<file path="config.mk">
export PLATFORM = sky130hd
export DESIGN_NAME = key_edge_and_press_detector_flat
export DESIGN_NICKNAME = d
export VERILOG_FILES = /design/src/rtl/kepd_pkg.sv /design/src/rtl/kepd_if.sv /design/src/rtl/kepd_level.sv /design/src/rtl/kepd_core.sv /design/src/rtl/key_edge_and_press_detector.sv /design/src/flat_wrapper.sv
export SDC_FILE = /design/constraint.sdc
export NUM_CORES = 1
export LEC_CHECK = 0
export BUFFER_PORTS_ARGS = -buffer_cell sky130_fd_sc_hd__buf_4
export CAP_MARGIN = 25
export CORE_MARGIN = 1
export CORE_UTILIZATION = 61
export DETAILED_ROUTE_END_ITERATION = 8
export PLACE_DENSITY = 0.88
export REMOVE_ABC_BUFFERS = 1
export SETUP_SLACK_MARGIN = 0.15
export SYNTH_ARGS = -nofsm -noshare
export SYNTH_HDL_FRONTEND = slang
export SYNTH_SLANG_ARGS = --single-unit
</file>
<file path="constraint.sdc">
create_clock -name clk -period 8.5 [get_ports clk]
set_input_delay 0.425 -clock clk [delete_from_list [all_inputs] [get_ports clk]]
set_output_delay 0.425 -clock clk [all_outputs]
set_load 0.01 [all_outputs]
</file>
<file path="src/rtl/kepd_pkg.sv">
// Package with widths, codes, reset values and types of the key detector.
`default_nettype none

package kepd_pkg;

    // Field widths.
    localparam int OP_W      = 3;
    localparam int SAMPLE_W  = 10;
    localparam int TIME_W    = 32;
    localparam int MODE_W    = 2;
    localparam int LONG_W    = 16;
    localparam int STATE_W   = 2;
    localparam int EVENT_W   = 2;
    localparam int CFG_IDX_W = 2;
    localparam int CFG_DATA_W = 16;

    // Operation codes.
    localparam logic [OP_W-1:0] OP_CLASSIFY  = 3'd0;
    localparam logic [OP_W-1:0] OP_ASK_REL   = 3'd1;
    localparam logic [OP_W-1:0] OP_ASK_PRSNG = 3'd2;
    localparam logic [OP_W-1:0] OP_ASK_PRSD  = 3'd3;
    localparam logic [OP_W-1:0] OP_ASK_RLSNG = 3'd4;
    localparam logic [OP_W-1:0] OP_EVENT     = 3'd5;

    // Key state codes.
    localparam logic [STATE_W-1:0] KS_RELEASED  = 2'd0;
    localparam logic [STATE_W-1:0] KS_PRESSING  = 2'd1;
    localparam logic [STATE_W-1:0] KS_PRESSED   = 2'd2;
    localparam logic [STATE_W-1:0] KS_RELEASING = 2'd3;

    // Press event codes.
    localparam logic [EVENT_W-1:0] EV_NONE  = 2'd0;
    localparam logic [EVENT_W-1:0] EV_SHORT = 2'd1;
    localparam logic [EVENT_W-1:0] EV_LONG  = 2'd2;

    // Sense modes; any other code selects the analog window.
    localparam logic [MODE_W-1:0] MODE_DIRECT   = 2'd0;
    localparam logic [MODE_W-1:0] MODE_INVERTED = 2'd1;

    // Configuration register indexes.
    localparam logic [CFG_IDX_W-1:0] CFG_SENSE_MODE  = 2'd0;
    localparam logic [CFG_IDX_W-1:0] CFG_WINDOW_LOW  = 2'd1;
    localparam logic [CFG_IDX_W-1:0] CFG_WINDOW_HIGH = 2'd2;
    localparam logic [CFG_IDX_W-1:0] CFG_LONG_PRESS  = 2'd3;

    // Configuration reset values.
    localparam logic [MODE_W-1:0]   RST_SENSE_MODE  = MODE_DIRECT;
    localparam logic [SAMPLE_W-1:0] RST_WINDOW_LOW  = 10'd0;
    localparam logic [SAMPLE_W-1:0] RST_WINDOW_HIGH = 10'd1023;
    localparam logic [LONG_W-1:0]   RST_LONG_PRESS  = 16'd1000;

    // One input beat.
    typedef struct packed {
        logic [OP_W-1:0]     operation;
        logic [SAMPLE_W-1:0] key_sample;
        logic [TIME_W-1:0]   now_ms;
    } kepd_item_t;

    // One result beat.
    typedef struct packed {
        logic [STATE_W-1:0] key_state;
        logic               query_hit;
        logic [EVENT_W-1:0] press_event;
    } kepd_result_t;

    // Configuration register set.
    typedef struct packed {
        logic [MODE_W-1:0]   sense_mode;
        logic [SAMPLE_W-1:0] window_low;
        logic [SAMPLE_W-1:0] window_high;
        logic [LONG_W-1:0]   long_press_ms;
    } kepd_cfg_t;

endpackage

`default_nettype wire

</file>
<file path="src/rtl/kepd_if.sv">
// Valid/ready stream interfaces for the key detector input and result channels.
`default_nettype none

interface kepd_in_if;
    import kepd_pkg::*;

    logic                valid;
    logic                ready;
    logic [OP_W-1:0]     operation;
    logic [SAMPLE_W-1:0] key_sample;
    logic [TIME_W-1:0]   now_ms;

    modport source (output valid, output operation, output key_sample, output now_ms,
                    input ready);
    modport sink   (input valid, input operation, input key_sample, input now_ms,
                    output ready);
endinterface

interface kepd_out_if;
    import kepd_pkg::*;

    logic               valid;
    logic               ready;
    logic [STATE_W-1:0] key_state;
    logic               query_hit;
    logic [EVENT_W-1:0] press_event;

    modport source (output valid, output key_state, output query_hit, output press_event,
                    input ready);
    modport sink   (input valid, input key_state, input query_hit, input press_event,
                    output ready);
endinterface

`default_nettype wire

</file>
<file path="src/rtl/kepd_level.sv">
// Turns a raw key sample into the one-bit active level for the selected sense mode.
`default_nettype none

module kepd_level (
    input  wire logic [kepd_pkg::SAMPLE_W-1:0] key_sample,
    input  wire kepd_pkg::kepd_cfg_t           cfg,
    output logic                               level
);
    import kepd_pkg::*;

    logic in_window;

    // Analog window: low bound inclusive, high bound exclusive.
    assign in_window = (key_sample >= cfg.window_low) && (key_sample < cfg.window_high);

    always_comb
    begin
        case (cfg.sense_mode)
            MODE_DIRECT:   level = key_sample[0];
            MODE_INVERTED: level = ~key_sample[0];
            default:       level = in_window;
        endcase
    end

endmodule

`default_nettype wire

</file>
<file path="src/rtl/kepd_core.sv">
// Edge classification, latched query flags and press timing with their state registers.
`default_nettype none

module kepd_core (
    input  wire logic                   clk,
    input  wire logic                   rst_n,
    input  wire logic                   advance,
    input  wire kepd_pkg::kepd_item_t   item,
    input  wire kepd_pkg::kepd_cfg_t    cfg,
    output kepd_pkg::kepd_result_t      result
);
    import kepd_pkg::*;

    logic              prev_level_reg;
    logic              held_reg;
    logic              held_next;
    logic              press_latched_reg;
    logic              press_latched_next;
    logic              release_latched_reg;
    logic              release_latched_next;
    logic              down_armed_reg;
    logic              down_armed_next;
    logic [TIME_W-1:0] press_stamp_reg;
    logic [TIME_W-1:0] press_stamp_next;

    logic               cur_level;
    logic [STATE_W-1:0] key_state;
    logic [TIME_W-1:0]  stamp_now;
    logic [TIME_W-1:0]  elapsed;
    logic               is_long;
    logic               held_upd;
    logic               press_upd;
    logic               release_upd;
    logic               hit;
    logic [EVENT_W-1:0] event_code;

    kepd_level u_level (
        .key_sample (item.key_sample),
        .cfg        (cfg),
        .level      (cur_level)
    );

    // Key state from the previous and the new level.
    always_comb
    begin
        case ({prev_level_reg, cur_level})
            2'b01:   key_state = KS_PRESSING;
            2'b10:   key_state = KS_RELEASING;
            2'b11:   key_state = KS_PRESSED;
            default: key_state = KS_RELEASED;
        endcase
    end

    // A pressing edge restamps before the elapsed time is measured.
    assign stamp_now = (key_state == KS_PRESSING) ? item.now_ms : press_stamp_reg;
    assign elapsed   = item.now_ms - stamp_now;
    assign is_long   = elapsed > {{(TIME_W-LONG_W){1'b0}}, cfg.long_press_ms};

    // Flag updates for the query path, before the query reads them.
    always_comb
    begin
        held_upd        = held_reg;
        press_upd       = press_latched_reg;
        release_upd     = release_latched_reg;
        down_armed_next = down_armed_reg;
        case (key_state)
            KS_PRESSING:
            begin
                if (!down_armed_reg)
                begin
                    press_upd       = 1'b1;
                    down_armed_next = 1'b1;
                end
            end
            KS_RELEASING:
            begin
                if (down_armed_reg)
                begin
                    release_upd     = 1'b1;
                    down_armed_next = 1'b0;
                end
            end
            KS_RELEASED: held_upd = 1'b0;
            default:     held_upd = 1'b1;
        endcase
    end

    // Operation dispatch: classify, press event, or query (undefined codes act as a query).
    always_comb
    begin
        held_next            = held_reg;
        press_latched_next   = press_latched_reg;
        release_latched_next = release_latched_reg;
        press_stamp_next     = press_stamp_reg;
        hit                  = 1'b0;
        event_code           = EV_NONE;
        case (item.operation)
            OP_CLASSIFY:
            begin
            end
            OP_EVENT:
            begin
                press_stamp_next = stamp_now;
                if (is_long)
                begin
                    if ((key_state == KS_PRESSING) || (key_state == KS_PRESSED))
                        event_code = EV_LONG;
                end
                else if (key_state == KS_RELEASING)
                begin
                    press_stamp_next = '0;
                    event_code       = EV_SHORT;
                end
            end
            default:
            begin
                held_next            = held_upd;
                press_latched_next   = press_upd;
                release_latched_next = release_upd;
                case (item.operation)
                    OP_ASK_REL:   hit = !held_upd && !cur_level;
                    OP_ASK_PRSNG:
                    begin
                        hit                = press_upd;
                        press_latched_next = 1'b0;
                    end
                    OP_ASK_PRSD:  hit = held_upd && cur_level;
                    OP_ASK_RLSNG:
                    begin
                        hit                  = release_upd;
                        release_latched_next = 1'b0;
                    end
                    default:      hit = 1'b0;
                endcase
            end
        endcase
    end

    // State registers advance once per item handed to the result register.
    always_ff @(posedge clk or negedge rst_n)
    begin
        if (!rst_n)
        begin
            prev_level_reg      <= 1'b0;
            held_reg            <= 1'b0;
            press_latched_reg   <= 1'b0;
            release_latched_reg <= 1'b0;
            down_armed_reg      <= 1'b0;
            press_stamp_reg     <= '0;
        end
        else if (advance)
        begin
            prev_level_reg <= cur_level;
            press_stamp_reg <= press_stamp_next;
            if (item.operation != OP_EVENT && item.operation != OP_CLASSIFY)
                down_armed_reg <= down_armed_next;
            held_reg            <= held_next;
            press_latched_reg   <= press_latched_next;
            release_latched_reg <= release_latched_next;
        end
    end

    assign result.key_state   = key_state;
    assign result.query_hit   = hit;
    assign result.press_event = event_code;

endmodule

`default_nettype wire

</file>
<file path="src/rtl/key_edge_and_press_detector.sv">
// Key edge and press detector: a registered item feeds one pass of logic into a result register.
// A beat accepted into the input register passes through the core logic into the result register.
// Throughput: one beat per cycle while the result side keeps reading; a stalled result holds the input.
// Input is taken while the result register holds an unread beat if the input stage is free.
// Reset clears all key state, both valid flags and the registers to their documented values.
`default_nettype none

module key_edge_and_press_detector (
    input  wire logic                            clk,
    input  wire logic                            rst_n,
    kepd_in_if.sink                              key_in,
    kepd_out_if.source                           result_out,
    input  wire logic                            cfg_we,
    input  wire logic [kepd_pkg::CFG_IDX_W-1:0]  cfg_index,
    input  wire logic [kepd_pkg::CFG_DATA_W-1:0] cfg_data
);
    import kepd_pkg::*;

    kepd_cfg_t    cfg_reg;
    logic         s1_valid_reg;
    logic         s1_valid_next;
    kepd_item_t   s1_item_reg;
    logic         out_valid_reg;
    logic         out_valid_next;
    kepd_result_t out_res_reg;
    kepd_result_t core_res;
    logic         out_free;
    logic         s1_move;
    logic         accept;

    // Configuration register writes.
    always_ff @(posedge clk or negedge rst_n)
    begin
        if (!rst_n)
        begin
            cfg_reg.sense_mode    <= RST_SENSE_MODE;
            cfg_reg.window_low    <= RST_WINDOW_LOW;
            cfg_reg.window_high   <= RST_WINDOW_HIGH;
            cfg_reg.long_press_ms <= RST_LONG_PRESS;
        end
        else if (cfg_we)
        begin
            case (cfg_index)
                CFG_SENSE_MODE:  cfg_reg.sense_mode    <= cfg_data[MODE_W-1:0];
                CFG_WINDOW_LOW:  cfg_reg.window_low    <= cfg_data[SAMPLE_W-1:0];
                CFG_WINDOW_HIGH: cfg_reg.window_high   <= cfg_data[SAMPLE_W-1:0];
                CFG_LONG_PRESS:  cfg_reg.long_press_ms <= cfg_data[LONG_W-1:0];
                default:         cfg_reg <= cfg_reg;
            endcase
        end
    end

    // Handshake: the input stage moves on when the result register is empty or being read.
    assign out_free     = !out_valid_reg || result_out.ready;
    assign s1_move      = s1_valid_reg && out_free;
    assign key_in.ready = !s1_valid_reg || out_free;
    assign accept       = key_in.valid && key_in.ready;

    always_comb
    begin
        s1_valid_next = s1_valid_reg;
        if (accept)
            s1_valid_next = 1'b1;
        else if (s1_move)
            s1_valid_next = 1'b0;

        out_valid_next = out_valid_reg;
        if (s1_move)
            out_valid_next = 1'b1;
        else if (result_out.ready)
            out_valid_next = 1'b0;
    end

    always_ff @(posedge clk or negedge rst_n)
    begin
        if (!rst_n)
        begin
            s1_valid_reg  <= 1'b0;
            out_valid_reg <= 1'b0;
        end
        else
        begin
            s1_valid_reg  <= s1_valid_next;
            out_valid_reg <= out_valid_next;
        end
    end

    // Input register payload.
    always_ff @(posedge clk)
    begin
        if (accept)
        begin
            s1_item_reg.operation  <= key_in.operation;
            s1_item_reg.key_sample <= key_in.key_sample;
            s1_item_reg.now_ms     <= key_in.now_ms;
        end
    end

    kepd_core u_core (
        .clk     (clk),
        .rst_n   (rst_n),
        .advance (s1_move),
        .item    (s1_item_reg),
        .cfg     (cfg_reg),
        .result  (core_res)
    );

    // Result register payload.
    always_ff @(posedge clk)
    begin
        if (s1_move)
            out_res_reg <= core_res;
    end

    assign result_out.valid       = out_valid_reg;
    assign result_out.key_state   = out_res_reg.key_state;
    assign result_out.query_hit   = out_res_reg.query_hit;
    assign result_out.press_event = out_res_reg.press_event;

endmodule

`default_nettype wire

</file>
<file path="src/flat_wrapper.sv">
// flat-port wrapper written by rule: the top's interface ports become plain ports
module key_edge_and_press_detector_flat import kepd_pkg::*;
  (clk, rst_n, cfg_we, cfg_index, cfg_data, key_in_valid, key_in_operation, key_in_key_sample, key_in_now_ms, key_in_ready, result_out_valid, result_out_key_state, result_out_query_hit, result_out_press_event, result_out_ready);
  kepd_in_if key_in_i ();
  kepd_out_if result_out_i ();
  input  wire logic clk;
  input  wire logic rst_n;
  input  wire logic cfg_we;
  input  wire logic [kepd_pkg::CFG_IDX_W-1:0] cfg_index;
  input  wire logic [kepd_pkg::CFG_DATA_W-1:0] cfg_data;
  input wire logic [$bits(key_in_i.valid)-1:0] key_in_valid;
  input wire logic [$bits(key_in_i.operation)-1:0] key_in_operation;
  input wire logic [$bits(key_in_i.key_sample)-1:0] key_in_key_sample;
  input wire logic [$bits(key_in_i.now_ms)-1:0] key_in_now_ms;
  output wire logic [$bits(key_in_i.ready)-1:0] key_in_ready;
  output wire logic [$bits(result_out_i.valid)-1:0] result_out_valid;
  output wire logic [$bits(result_out_i.key_state)-1:0] result_out_key_state;
  output wire logic [$bits(result_out_i.query_hit)-1:0] result_out_query_hit;
  output wire logic [$bits(result_out_i.press_event)-1:0] result_out_press_event;
  input wire logic [$bits(result_out_i.ready)-1:0] result_out_ready;
  assign key_in_i.valid = key_in_valid;
  assign key_in_i.operation = key_in_operation;
  assign key_in_i.key_sample = key_in_key_sample;
  assign key_in_i.now_ms = key_in_now_ms;
  assign key_in_ready = key_in_i.ready;
  assign result_out_valid = result_out_i.valid;
  assign result_out_key_state = result_out_i.key_state;
  assign result_out_query_hit = result_out_i.query_hit;
  assign result_out_press_event = result_out_i.press_event;
  assign result_out_i.ready = result_out_ready;
  key_edge_and_press_detector u_core (.clk(clk), .rst_n(rst_n), .key_in(key_in_i), .result_out(result_out_i), .cfg_we(cfg_we), .cfg_index(cfg_index), .cfg_data(cfg_data));
endmodule
</file>
==> results.yml <==
clocking:
  cts_root_buffer: "clkbuf_16"
  cts.sinks: 127
  htreeDepth: 4
  cts_tree: "yes"
  clk_path_buf_depth: 2
  cts_buffers: 17
  clock_latency_ns: 0.43
  clk_pin_slew_ns: 0.05
final_layout:
  nets: 1035
  regArea_um2: 3450
  fill_cells: 909
  multi_input_area_um2: 4530
  n_antenna_cell: 0
  instances_no_fill: 1096
  drive_gt1_share_pct: 21.5
  post-route-util_pct: 72.7
  syn2layout_area_growth_pct: 16.1
  largest_reg_flops: 45
  stdcell_area_um2: 9660
worst_setup_path:
  cp_max_fo: 55
  cp.arrival_ns: 8.13
  cp-startpoint: "u_core.cfg_reg[17]"
  slowest_stage: "dfstp_2"
  crit_end: "u_core.u_core.press_stamp_reg[14]"
  critPathMostFrequentCell: "a21o_1"
  cp_data_required_time_ns: 8.76
  endpoint_kind: "register"
  cpPeakStageDelay_ns: 0.52
  reg2reg_slack_ns: 0.64
  worstSetupStartpointType: "register"
  crit_type: "reg2reg"
  rr_endpoint: "u_core.u_core.press_stamp_reg[14]"
  reg2reg_from: "u_core.cfg_reg[17]"
  ff2ff_path_depth: 31
timing:
  slew_headroom_pct: 42.4
  report.final.slew_viol_count: 0
  hold_ws_ns: 0.165
  worst_slew_pin_slew_ns: 0.864
  fin_tns_setup_ns: 0
  final_hold_viol_count: 0
  finalSetupViolations: 0
  period_needed_ns: 7.86
  max_freq_ghz: 0.127
  finalClockSkew_ns: 0.00993
  fin_crit_sh_pct: 92.5
  setup_slack_ns: 0.637
  grt_setup_unrepaired: "false"
global_route:
  overflow: 0
  grt_pass1_wl_mm: 33.2
  antenna_found_initial: 0
  grt_use_total_pct: 30.2
  grt_max_degree: 78
  grt_pass1_vias: 6657
yosys:
  ys_seq_area_share_pct: 41.4
  synth_fa_ha_area_share_pct: 9.63
  synth.yosys.warnings: 0
  netlist.area_leader.share_pct: 18.3
  ys_types: 79
  synth.top_cells.by_count: "nand2_1, dfrtp_1, ha_1, inv_1, edfxtp_1"
  synth-edff-count: 50
  syn_avg_cell_area_um2: 9.94
  muxShareOfSynthArea_pct: 8.43
  netlist_instances: 838
  yosysTopAreaCell: "dfrtp_1"
  synthXorXnorAreaFrac_pct: 3.47
  synth_area_leaders: "dfrtp_1, edfxtp_1, ha_1"
  ys_ff_latch: 127
  synthesis.area_um2: 8330
  yosys.cell_count.top_type: "nand2_1"
  synth_compound_area_share_pct: 17.3
  ys.flop_type: "dfrtp_1"
  synthArstFlopShare_pct: 60.6
  yosys.area_share.simple_pct: 15.3
  synth_top_family_by_area: "compound AO/OA/AOI/OAI gates"
floorplan:
  ios: 75
  rows: 42
  die_h_um: 119
  die_w_um: 119
  initial_core_util_pct: 62.6
  coreArea_um2: 13300
  die_area_um2: 14100
routing:
  wirelength_mm: 20.4
  drc: 0
  viasPerCell: 6.22
  dr.pass1.iters: 6
  drtIter0Drc: 682
  vias: 6819
  ant_nets: 0
  avgRoutedWirePerCell_um: 18.6
place:
  dpl_worst_slack_ns: 0.687
  port_buffers: 74
  hpwlAfterDp_mm: 14.1
  dp.cells: 1061
  placed_area_um2: 8980
  gp_congestion: 0.950
power:
  power.density_nw_per_um2: 337
  p_leak_nw: 4.27
  total_power_mw: 3.25
  vdd_ir_drop_max_mv: 0.208
worst_hold_path:
  hp-start: "key_in_now_ms[10]"
  whs_path_depth: 1
  hold_class: "in2reg"
job:
  maxCapViolCount: 0
outcome:
  status: "complete, no violations"
==> cell families after synthesis <==
| logic type | count (synthesis) |
|---|---|
| multiplexers | 65 |
| AO/OA/AOI/OAI | 213 |
| adder cells (fa/ha/maj) | 65 |
| XOR/XNOR | 33 |
| buffers and inverters | 89 |
| flip-flops | 127 |
| AND/OR/NAND/NOR | 246 |
==> per-layer routing <==
| metal | global-route usage, % | up-vias | share of wire (%) |
|---|---|---|---|
| met2 | 48.0 | 316 | 47 |
| met3 | 6.03 | 43 | 7.2 |
| li1 | - | 3213 | - |
| met1 | 41.2 | 3247 | 44 |
| met5 | 0 | - | 0 |
| met4 | 10.5 | 0 | 2.0 |
==> how the worst min path moves through the flow <==
stage	to	slack [ns]
5_1_grt	u_core.s1_item_reg[10]	0.16
6_report	u_core.s1_item_reg[10]	0.17
4_1_cts	u_core.s1_item_reg[18]	0.16
2_1_floorplan	u_core.cfg_reg[0]	0.13
3_5_place_dp	u_core.u_core.press_stamp_reg[16]	0.47
3_3_place_gp	u_core.u_core.press_stamp_reg[20]	0.46
==> what timing repair did <==
action	CTS	global route
resized for setup	0	3
hold buffers	0	1
setup endpoints to repair	0	31
setup buffers	0	0
hold endpoints to repair	0	26
==> critical path, delay by kind of cell, from the launching register on <==
family | cells | cell delay (ns)
flip-flops | 1 | 0.52
AO/OA/AOI/OAI | 18 | 4.07
XOR/XNOR | 1 | 0.15
adder cells (fa/ha/maj) | 4 | 1.14
AND/OR/NAND/NOR | 5 | 0.91
buffers and inverters | 3 | 0.85
==> cell type report <==
cell class                      count  share of cell area, %
Tap cell                          176                   2.28
Inverter                           60                   2.37
Multi-Input combinational cell    622                   46.8
Clock inverter                     10                   1.40
Clock buffer                       22                   4.91
Timing Repair Buffer               79                   6.54
Sequential cell                   127                   35.7
==> power by group <==
group	internal (mW)	switching, mW	leakage [nW]
sequential	0.786	0.105	1.42
combinational	0.664	0.949	2.55
clock	0.482	0.267	0.300
total	1.93	1.32	4.27
==> placed cells by master, fill, tap and decap left out, drive strengths merged, types with 41 or more instances in the layout <==
cell type  synthesis  final
mux2              41     41
dfrtp             61     61
o21ai             62     62
nor2              48     48
a21oi             43     43
inv               60     59
buf               11     78
ha                60     60
nand2             70     70
edfxtp            50     50
No activity file was read; power rests on OpenSTA's default activity.
